<file path="config.mk">
export PLATFORM = sky130hd
export DESIGN_NAME = pid_controller_with_clamp
export DESIGN_NICKNAME = d
export VERILOG_FILES = /design/src/rtl/core/pid_pkg.sv /design/src/rtl/core/pid_cfg.sv /design/src/rtl/core/pid_err_int.sv /design/src/rtl/core/pid_mult.sv /design/src/rtl/core/pid_out.sv /design/src/rtl/core/pid_controller_with_clamp.sv
export SDC_FILE = /design/constraint.sdc
export NUM_CORES = 2
export LEC_CHECK = 0
export BUFFER_PORTS_ARGS = -buffer_cell sky130_fd_sc_hd__buf_2
export CAP_MARGIN = 20
export CORE_AREA = 4 4 392 394
export CTS_CLUSTER_DIAMETER = 150
export DETAILED_ROUTE_END_ITERATION = 16
export DIE_AREA = 0 0 396 398
export PLACE_DENSITY_LB_ADDON = 0.12
export SLEW_MARGIN = 5
export SYNTH_ARGS = -nofsm -noshare
export SYNTH_HDL_FRONTEND = slang
export SYNTH_SLANG_ARGS = --single-unit
</file>
<file path="constraint.sdc">
create_clock -name i_clk -period 33.1 [get_ports i_clk]
set_input_delay 4.965 -clock i_clk [delete_from_list [all_inputs] [get_ports i_clk]]
set_output_delay 4.965 -clock i_clk [all_outputs]
set_load 0.02 [all_outputs]
</file>
<file path="src/rtl/core/pid_pkg.sv">
// Package for the clamped PID controller: payload structs, register indexes,
// and the datapath widths shared by all stages.
// No dependencies.
package pid_pkg;

    // Datapath widths
    localparam int DataW  = 16;                 // target, measured, drive, registers
    localparam int GainW  = 16;                 // Q8.8 gains
    localparam int ErrW   = DataW + 1;          // target - measured
    localparam int DerW   = ErrW + 1;           // err - last err
    localparam int IntW   = 32;                 // saturating integral
    localparam int ProdPW = GainW + ErrW;
    localparam int ProdIW = GainW + IntW;
    localparam int ProdDW = GainW + DerW;
    localparam int AccW   = ProdIW + 2;         // sum of three products
    localparam int FracW  = 8;                  // Q8.8 fraction bits
    localparam int ScW    = AccW - FracW;       // accumulator after the shift
    localparam int CfgIdxW = 3;

    // Configuration register indexes
    localparam logic [CfgIdxW-1:0] CFG_OUT_MIN = 3'd0;
    localparam logic [CfgIdxW-1:0] CFG_OUT_MAX = 3'd1;
    localparam logic [CfgIdxW-1:0] CFG_GAIN_P  = 3'd2;
    localparam logic [CfgIdxW-1:0] CFG_GAIN_I  = 3'd3;
    localparam logic [CfgIdxW-1:0] CFG_GAIN_D  = 3'd4;

    // Register reset values
    localparam logic signed [DataW-1:0] OUT_MIN_RST = -16'sd255;
    localparam logic signed [DataW-1:0] OUT_MAX_RST = 16'sd255;

    typedef struct packed {
        logic signed [DataW-1:0] target;
        logic signed [DataW-1:0] measured;
    } t_in_item;

    typedef struct packed {
        logic signed [DataW-1:0] drive;
        logic                    integral_saturated;
    } t_out_item;

    typedef struct packed {
        logic signed [DataW-1:0] out_min;
        logic signed [DataW-1:0] out_max;
        logic signed [GainW-1:0] gain_p;
        logic signed [GainW-1:0] gain_i;
        logic signed [GainW-1:0] gain_d;
    } t_cfg;

    // Error/integral stage to multiply stage
    typedef struct packed {
        logic signed [ErrW-1:0] err;
        logic signed [DerW-1:0] deriv;
        logic signed [IntW-1:0] integral;
        logic                   sat;
    } t_err_stage;

    // Multiply stage to output stage
    typedef struct packed {
        logic signed [ProdPW-1:0] prod_p;
        logic signed [ProdIW-1:0] prod_i;
        logic signed [ProdDW-1:0] prod_d;
        logic                     sat;
    } t_prod_stage;

endpackage

</file>
<file path="src/rtl/core/pid_cfg.sv">
// Configuration register file for the PID controller: limits and gains.
// Depends on pid_pkg.
module pid_cfg
    import pid_pkg::*;
(
    input  logic               i_clk,
    input  logic               i_rst_n,
    input  logic               i_cfg_valid,
    output logic               o_cfg_ready,
    input  logic [CfgIdxW-1:0] i_cfg_index,
    input  logic [DataW-1:0]   i_cfg_data,
    output t_cfg               o_cfg
);

    t_cfg r_cfg;
    t_cfg n_cfg;

    assign o_cfg_ready = 1'b1;
    assign o_cfg       = r_cfg;

    // Decode the write; unknown indexes are dropped
    always_comb begin
        n_cfg = r_cfg;
        if (i_cfg_valid) begin
            case (i_cfg_index)
                CFG_OUT_MIN: n_cfg.out_min = i_cfg_data;
                CFG_OUT_MAX: n_cfg.out_max = i_cfg_data;
                CFG_GAIN_P:  n_cfg.gain_p  = i_cfg_data;
                CFG_GAIN_I:  n_cfg.gain_i  = i_cfg_data;
                CFG_GAIN_D:  n_cfg.gain_d  = i_cfg_data;
                default:     n_cfg = r_cfg;
            endcase
        end
    end

    always_ff @(posedge i_clk) begin
        if (!i_rst_n) begin
            r_cfg.out_min <= OUT_MIN_RST;
            r_cfg.out_max <= OUT_MAX_RST;
            r_cfg.gain_p  <= '0;
            r_cfg.gain_i  <= '0;
            r_cfg.gain_d  <= '0;
        end else begin
            r_cfg <= n_cfg;
        end
    end

endmodule

</file>
<file path="src/rtl/core/pid_err_int.sv">
// Error stage: forms the error, updates the saturating integral and the
// previous error, and registers error, derivative and integral.
// Depends on pid_pkg.
module pid_err_int
    import pid_pkg::*;
(
    input  logic       i_clk,
    input  logic       i_rst_n,
    input  logic       i_valid,
    output logic       o_ready,
    input  t_in_item   i_data,
    output logic       o_valid,
    input  logic       i_ready,
    output t_err_stage o_data
);

    logic                   r_valid;
    t_err_stage             r_data;
    logic signed [IntW-1:0] r_integral;
    logic signed [ErrW-1:0] r_last_error;

    logic                   accept;
    logic signed [ErrW-1:0] err;
    logic signed [IntW:0]   sum_wide;
    logic                   sat;
    logic signed [IntW-1:0] n_integral;
    logic signed [DerW-1:0] deriv;

    assign o_ready = !r_valid || i_ready;
    assign accept  = i_valid && o_ready;
    assign o_valid = r_valid;
    assign o_data  = r_data;

    // Error and derivative
    assign err   = {i_data.target[DataW-1], i_data.target}
                 - {i_data.measured[DataW-1], i_data.measured};
    assign deriv = {err[ErrW-1], err} - {r_last_error[ErrW-1], r_last_error};

    // Integral accumulate with saturation, then clear at zero target and error
    assign sum_wide = {r_integral[IntW-1], r_integral}
                    + {{(IntW + 1 - ErrW){err[ErrW-1]}}, err};
    assign sat      = sum_wide[IntW] != sum_wide[IntW-1];

    always_comb begin
        if (sat) begin
            n_integral = sum_wide[IntW] ? {1'b1, {(IntW-1){1'b0}}}
                                        : {1'b0, {(IntW-1){1'b1}}};
        end else begin
            n_integral = sum_wide[IntW-1:0];
        end
        if (i_data.target == '0 && err == '0) begin
            n_integral = '0;
        end
    end

    // Loop state
    always_ff @(posedge i_clk) begin
        if (!i_rst_n) begin
            r_integral   <= '0;
            r_last_error <= '0;
        end else if (accept) begin
            r_integral   <= n_integral;
            r_last_error <= err;
        end
    end

    // Stage register
    always_ff @(posedge i_clk) begin
        if (!i_rst_n) begin
            r_valid <= 1'b0;
        end else if (o_ready) begin
            r_valid <= i_valid;
        end
    end

    always_ff @(posedge i_clk) begin
        if (accept) begin
            r_data.err      <= err;
            r_data.deriv    <= deriv;
            r_data.integral <= n_integral;
            r_data.sat      <= sat;
        end
    end

endmodule

</file>
<file path="src/rtl/core/pid_mult.sv">
// Multiply stage: the three gain products, each registered.
// Depends on pid_pkg.
module pid_mult
    import pid_pkg::*;
(
    input  logic        i_clk,
    input  logic        i_rst_n,
    input  t_cfg        i_cfg,
    input  logic        i_valid,
    output logic        o_ready,
    input  t_err_stage  i_data,
    output logic        o_valid,
    input  logic        i_ready,
    output t_prod_stage o_data
);

    logic        r_valid;
    t_prod_stage r_data;
    logic        accept;

    logic signed [GainW-1:0]  gp, gi, gd;
    logic signed [ErrW-1:0]   err;
    logic signed [IntW-1:0]   integ;
    logic signed [DerW-1:0]   deriv;
    logic signed [ProdPW-1:0] prod_p;
    logic signed [ProdIW-1:0] prod_i;
    logic signed [ProdDW-1:0] prod_d;

    assign o_ready = !r_valid || i_ready;
    assign accept  = i_valid && o_ready;
    assign o_valid = r_valid;
    assign o_data  = r_data;

    assign gp    = i_cfg.gain_p;
    assign gi    = i_cfg.gain_i;
    assign gd    = i_cfg.gain_d;
    assign err   = i_data.err;
    assign integ = i_data.integral;
    assign deriv = i_data.deriv;

    // Signed products at full width
    assign prod_p = gp * err;
    assign prod_i = gi * integ;
    assign prod_d = gd * deriv;

    always_ff @(posedge i_clk) begin
        if (!i_rst_n) begin
            r_valid <= 1'b0;
        end else if (o_ready) begin
            r_valid <= i_valid;
        end
    end

    always_ff @(posedge i_clk) begin
        if (accept) begin
            r_data.prod_p <= prod_p;
            r_data.prod_i <= prod_i;
            r_data.prod_d <= prod_d;
            r_data.sat    <= i_data.sat;
        end
    end

endmodule

</file>
<file path="src/rtl/core/pid_out.sv">
// Output stage: sums the products, drops the Q8.8 fraction (floor) and clamps
// to the configured limits into the result register.
// Depends on pid_pkg.
module pid_out
    import pid_pkg::*;
(
    input  logic        i_clk,
    input  logic        i_rst_n,
    input  t_cfg        i_cfg,
    input  logic        i_valid,
    output logic        o_ready,
    input  t_prod_stage i_data,
    output logic        o_valid,
    input  logic        i_ready,
    output t_out_item   o_data
);

    logic      r_valid;
    t_out_item r_data;
    logic      accept;

    logic signed [AccW-1:0]  acc;
    logic signed [ScW-1:0]   y;
    logic signed [ScW-1:0]   lo;
    logic signed [ScW-1:0]   hi;
    logic signed [DataW-1:0] drive;

    assign o_ready = !r_valid || i_ready;
    assign accept  = i_valid && o_ready;
    assign o_valid = r_valid;
    assign o_data  = r_data;

    // Weighted sum; dropping the low bits is an arithmetic shift (floor)
    assign acc = {{(AccW - ProdPW){i_data.prod_p[ProdPW-1]}}, i_data.prod_p}
               + {{(AccW - ProdIW){i_data.prod_i[ProdIW-1]}}, i_data.prod_i}
               + {{(AccW - ProdDW){i_data.prod_d[ProdDW-1]}}, i_data.prod_d};
    assign y   = acc[AccW-1:FracW];

    assign lo = {{(ScW - DataW){i_cfg.out_min[DataW-1]}}, i_cfg.out_min};
    assign hi = {{(ScW - DataW){i_cfg.out_max[DataW-1]}}, i_cfg.out_max};

    // Clamp: the lower bound is checked first; with crossed limits a value below it gets out_min, any other out_max
    always_comb begin
        if (y < lo) begin
            drive = i_cfg.out_min;
        end else if (y > hi) begin
            drive = i_cfg.out_max;
        end else begin
            drive = y[DataW-1:0];
        end
    end

    always_ff @(posedge i_clk) begin
        if (!i_rst_n) begin
            r_valid <= 1'b0;
        end else if (o_ready) begin
            r_valid <= i_valid;
        end
    end

    always_ff @(posedge i_clk) begin
        if (accept) begin
            r_data.drive              <= drive;
            r_data.integral_saturated <= i_data.sat;
        end
    end

endmodule

</file>
<file path="src/rtl/core/pid_controller_with_clamp.sv">
// Top level of the clamped positional PID controller.
// Depends on pid_pkg, pid_cfg, pid_err_int, pid_mult and pid_out.

// One sample per clock while no stall backs up the stages: a sample may be
// taken every cycle. Its result passes through the error/integral register,
// the product register and the result register, independent of the data. The
// integral and previous-error state is updated in the cycle a sample is
// accepted, so samples are processed strictly in order. A stalled output
// backs up the three stage registers before the input ready drops. Limits
// and gains are read live by the stages and should be written only while no
// samples are in flight.
module pid_controller_with_clamp
    import pid_pkg::*;
(
    input  logic               i_clk,
    input  logic               i_rst_n,
    // Configuration writes
    input  logic               i_cfg_valid,
    output logic               o_cfg_ready,
    input  logic [CfgIdxW-1:0] i_cfg_index,
    input  logic [DataW-1:0]   i_cfg_data,
    // Sample input
    input  logic               i_in_valid,
    output logic               o_in_ready,
    input  t_in_item           i_in,
    // Result output
    output logic               o_out_valid,
    input  logic               i_out_ready,
    output t_out_item          o_out
);

    t_cfg        cfg;
    logic        err_valid, err_ready;
    t_err_stage  err_data;
    logic        prod_valid, prod_ready;
    t_prod_stage prod_data;

    pid_cfg u_cfg (
        .i_clk       (i_clk),
        .i_rst_n     (i_rst_n),
        .i_cfg_valid (i_cfg_valid),
        .o_cfg_ready (o_cfg_ready),
        .i_cfg_index (i_cfg_index),
        .i_cfg_data  (i_cfg_data),
        .o_cfg       (cfg)
    );

    pid_err_int u_err_int (
        .i_clk   (i_clk),
        .i_rst_n (i_rst_n),
        .i_valid (i_in_valid),
        .o_ready (o_in_ready),
        .i_data  (i_in),
        .o_valid (err_valid),
        .i_ready (err_ready),
        .o_data  (err_data)
    );

    pid_mult u_mult (
        .i_clk   (i_clk),
        .i_rst_n (i_rst_n),
        .i_cfg   (cfg),
        .i_valid (err_valid),
        .o_ready (err_ready),
        .i_data  (err_data),
        .o_valid (prod_valid),
        .i_ready (prod_ready),
        .o_data  (prod_data)
    );

    pid_out u_out (
        .i_clk   (i_clk),
        .i_rst_n (i_rst_n),
        .i_cfg   (cfg),
        .i_valid (prod_valid),
        .o_ready (prod_ready),
        .i_data  (prod_data),
        .o_valid (o_out_valid),
        .i_ready (i_out_ready),
        .o_data  (o_out)
    );

endmodule

</file>
==> results.rst <==
.. list-table::
   :header-rows: 1

   * - Metric
     - Value
   * - Result of the run
     - complete, no violations
   * - Port Buffer Count
     - 74
   * - Count of vias placed by the detailed router
     - approximately 43k
   * - Layout Utilization
     - 0.424
   * - Area Overhead vs Synth
     - 6.62%
   * - Clock period minus final worst setup slack
     - 10800 ps
   * - Number of clock sinks seen by CTS
     - about 330
   * - Instance count of the mapped netlist
     - approximately 6.5k
   * - Half-perimeter wire length of the detailed placement result
     - around 130 mm
   * - Post-Syn Area per Cell
     - 9.17 µm²
   * - Post-Route Setup TNS
     - 0 ps
   * - Area share of the largest cell type after synthesis
     - 0.355
   * - Largest net degree at the start of global routing
     - about 120
   * - Routability cong.
     - 0.862
   * - Worst Setup Path Type
     - in2out
   * - Hold crit path type
     - reg2reg
   * - Number of post-CTS setup repair buffers
     - 0
   * - Summed instance area of the synthesized netlist
     - a little under 60000 µm²
   * - Maximum fanout along the worst path
     - 5
   * - Total power per unit cell area
     - ~44 nW/µm²
   * - Core Box Area
     - approximately 150000 µm²
   * - WL met1
     - just under 80 mm
   * - Number of top-level design ports
     - 76
   * - Syn_nets
     - 8140
   * - Number of routed nets with antenna violations
     - 0
   * - Number of DRC markers after the initial detailed-route iteration
     - roughly 2.6k
   * - Share of flip-flops with an asynchronous set or reset
     - 0
   * - Buffer levels on the longest clock path
     - 3
   * - Clock root buffer
     - sky130_fd_sc_hd__clkbuf_16
   * - Level count of the clock H-tree
     - 2
   * - Unrepaired setup endpoints after global routing
     - false
   * - Required time of the critical path
     - ~28000 ps
   * - TritonCTS clock tree
     - yes
   * - YS warnings
     - 0
   * - Final setup violation count
     - 0
   * - Top sig layer
     - met4
   * - Final count of pins violating max slew
     - 0
   * - Overflow left after global routing
     - 0
   * - Number of buffers inserted by hold repair at cts
     - 0
   * - Element type at the critical path end
     - output pin
   * - Seq/Total Area, Yosys
     - 0.146
   * - Die Outline Area
     - approximately 160000 µm²
   * - Total routing resource utilization after global routing
     - 0.216
   * - IR drop worst, VDD
     - between 0.00006 and 0.00007 V
   * - Element type at the critical path start
     - input port
   * - Normalized max-slew margin
     - 0.229
   * - Vias in the first global route
     - between 40k and 50k
   * - Worst path arrival time
     - about 5800 ps
   * - Clock Skews
     - between 20 and 30 ps
   * - Register clock-pin slew on the reported worst setup and hold paths
     - 60 ps
   * - Least-Margin Pin Slew
     - 1160 ps
   * - Via density per instance
     - about 5.1
   * - Global-route wire length before repair
     - 268 mm
   * - Largest stage delay, worst path
     - ~390 ps
   * - Post-layout total power
     - approximately 0.0028 W
   * - Number of different library cells in the post-synthesis netlist
     - 98
   * - Net count, final
     - slightly above 8k
   * - Critical path cell sequence
     - buf_2 > nor2b_1 > nand3_1 > buf_2
   * - Fraction of layout instances using a drive strength above 1
     - 0.0429
   * - Initial cell density of the core
     - 0.398
   * - Total count of hold-check failures in the final report
     - 0
   * - Master of the slowest instance on the critical path
     - sky130_fd_sc_hd__nor2b_1
   * - Height of the die
     - about 400 µm
   * - Horizontal die dimension
     - between 300 and 400 µm
   * - Most frequently used flop master after synthesis
     - sky130_fd_sc_hd__edfxtp_1
   * - Number of enable flip-flop cells after synthesis
     - between 200 and 250
   * - Synthesized flop and latch total
     - roughly 330
   * - Count of maximum capacitance violations
     - 0
   * - First drt pass iteration count
     - 5
   * - Cts repair resizes
     - 0
   * - Antenna violations before repair
     - 3
   * - Static Leak
     - 27.4 nW
   * - Met2 wire length
     - between 70 and 80 mm
   * - Post-route clock period utilization
     - 0.326
   * - Total clock buffers created by CTS
     - 45
   * - Routed WL per cell
     - 19.5 µm
   * - FILL cells
     - approximately 15k
   * - Max frequency
     - between 0.09 and 0.1 GHz
   * - WL final
     - ~170 mm
   * - Cell Rows
     - roughly 140
   * - Most frequent CP cell
     - sky130_fd_sc_hd__buf_2
   * - Largest area contributor in the synthesized netlist
     - sky130_fd_sc_hd__fa_1
   * - Met3 wire length
     - 6.82 mm
   * - Top cells by area in the synthesized netlist
     - sky130_fd_sc_hd__fa_1 (35%), sky130_fd_sc_hd__ha_1 (11%), sky130_fd_sc_hd__edfxtp_1 (10%), sky130_fd_sc_hd__inv_1 (7.8%), sky130_fd_sc_hd__nand2_1 (6.0%)
   * - Clock Latency Late Sink
     - roughly 620 ps
   * - Drt drc
     - 0
where the power goes:
group | switching, W | internal, W | leakage, nW | total (W)
sequential | 0.000211 | 0.000550 | 3.01 | 0.000760
clock | 0.000204 | 0.000305 | 0.747 | 0.000509
combinational | 0.000940 | 0.000604 | 23.7 | 0.00154
total | 0.00135 | 0.00146 | 27.4 | 0.00281
worst max-delay path, delay by kind of cell:
kind	cells	cell delay, ps
buffers and inverters	2	290
and+or+nand+nor	2	580
layout make-up:
cell class	instances	area, µm²	share of cell area
inverters	1233	4630	0.0728
repair buffers	124	766	0.0120
clock buffers	67	1300	0.0205
flip-flops and latches	333	8690	0.137
clock inverters	17	220	0.00347
multi-input cells	4705	45400	0.715
diodes	1	2.50	0.0000394
well taps	2016	2520	0.0397
stage by stage:
stage	area (µm²)	hold WS, ps	std cells	worst slack, ps
after floorplan	59600	400	6498	18900
after global placement	62000	442	8409	22330
after detailed placement	62000	447	8409	22320
after CTS	63500	454	8493	22310
after global routing	63500	472	8495	22200
final	63500	452	8496	22300
Yosys cell counts (all sizes together), types with 31 or more instances:
cell type and instances:
nand4 42, nor2b 38, o21a 31, edfxtp 201
dfxtp 132, inv 1232, ha 530, o21ai 170
nand2 956, xor2 69, mux2i 37, clkbuf 203
nand3 53, a21oi 315, o21bai 41, nand2b 86
and2 401, a211oi 34, nor3 31, xnor2 175
fa 1056, nor2 214, a21o 152, o211ai 32
layer usage:
layer | up-vias | track usage
met1 | 22109 | 0.308
met5 | - | 0
met3 | 167 | 0.0225
li1 | 20348 | -
met2 | 865 | 0.358
met4 | 0 | 0.0453
cells by family (layout without fill, tap and decap cells):
logic type,count (synthesis),after routing,share of synthesized area
AO/OA/AOI/OAI,920,920,0.101
XOR/XNOR,244,244,0.0360
adder cells (fa/ha/maj),1586,1586,0.466
buffers and inverters,1460,1441,0.0928
flip-flops,333,333,0.146
multiplexers,39,39,0.00659
other,1,2,0.0000629
AND/OR/NAND/NOR,1915,1915,0.152
state kept, by name, summed over array words and instances (netlist names):
register / count
u_err_int.o_data: 68
u_mult.o_data: 116
u_out.o_valid: 1
u_err_int.o_valid: 1
u_err_int.r_last_error: 17
u_out.o_data: 17
u_mult.o_valid: 1
u_cfg.o_cfg: 80
u_err_int.r_integral: 32
worst paths after layout:
kind | startpoint | to | slack [ps] | cells past startpoint
max | i_out_ready | o_in_ready | 22300 | 4
min | u_cfg.o_cfg[16] | u_cfg.o_cfg[16] | 450 | 2
max reg2reg | u_mult.o_data[35] | u_out.o_data[14] | 24220 | 34
min reg2reg | u_cfg.o_cfg[16] | u_cfg.o_cfg[16] | 450 | 2
placed cells by master, fill, tap and decap left out, types with 33 or more instances in the layout:
cell type                   instances
sky130_fd_sc_hd__xor2_1            68
sky130_fd_sc_hd__and2_1           400
sky130_fd_sc_hd__a21o_1           152
sky130_fd_sc_hd__nand2b_1          86
sky130_fd_sc_hd__a211oi_1          33
sky130_fd_sc_hd__fa_1            1056
sky130_fd_sc_hd__o21ai_0          132
sky130_fd_sc_hd__dfxtp_1          125
sky130_fd_sc_hd__nand3_1           53
sky130_fd_sc_hd__edfxtp_1         201
sky130_fd_sc_hd__nor2_1           213
sky130_fd_sc_hd__buf_2             74
sky130_fd_sc_hd__nand2_1          956
sky130_fd_sc_hd__buf_4             48
sky130_fd_sc_hd__a21oi_1          311
sky130_fd_sc_hd__nor2b_1           37
sky130_fd_sc_hd__mux2i_1           36
sky130_fd_sc_hd__ha_1             530
sky130_fd_sc_hd__o21bai_1          40
sky130_fd_sc_hd__inv_1           1230
sky130_fd_sc_hd__xnor2_1          175
sky130_fd_sc_hd__nand4_1           42
sky130_fd_sc_hd__clkbuf_16         47
(Power assumes the default switching activity.)
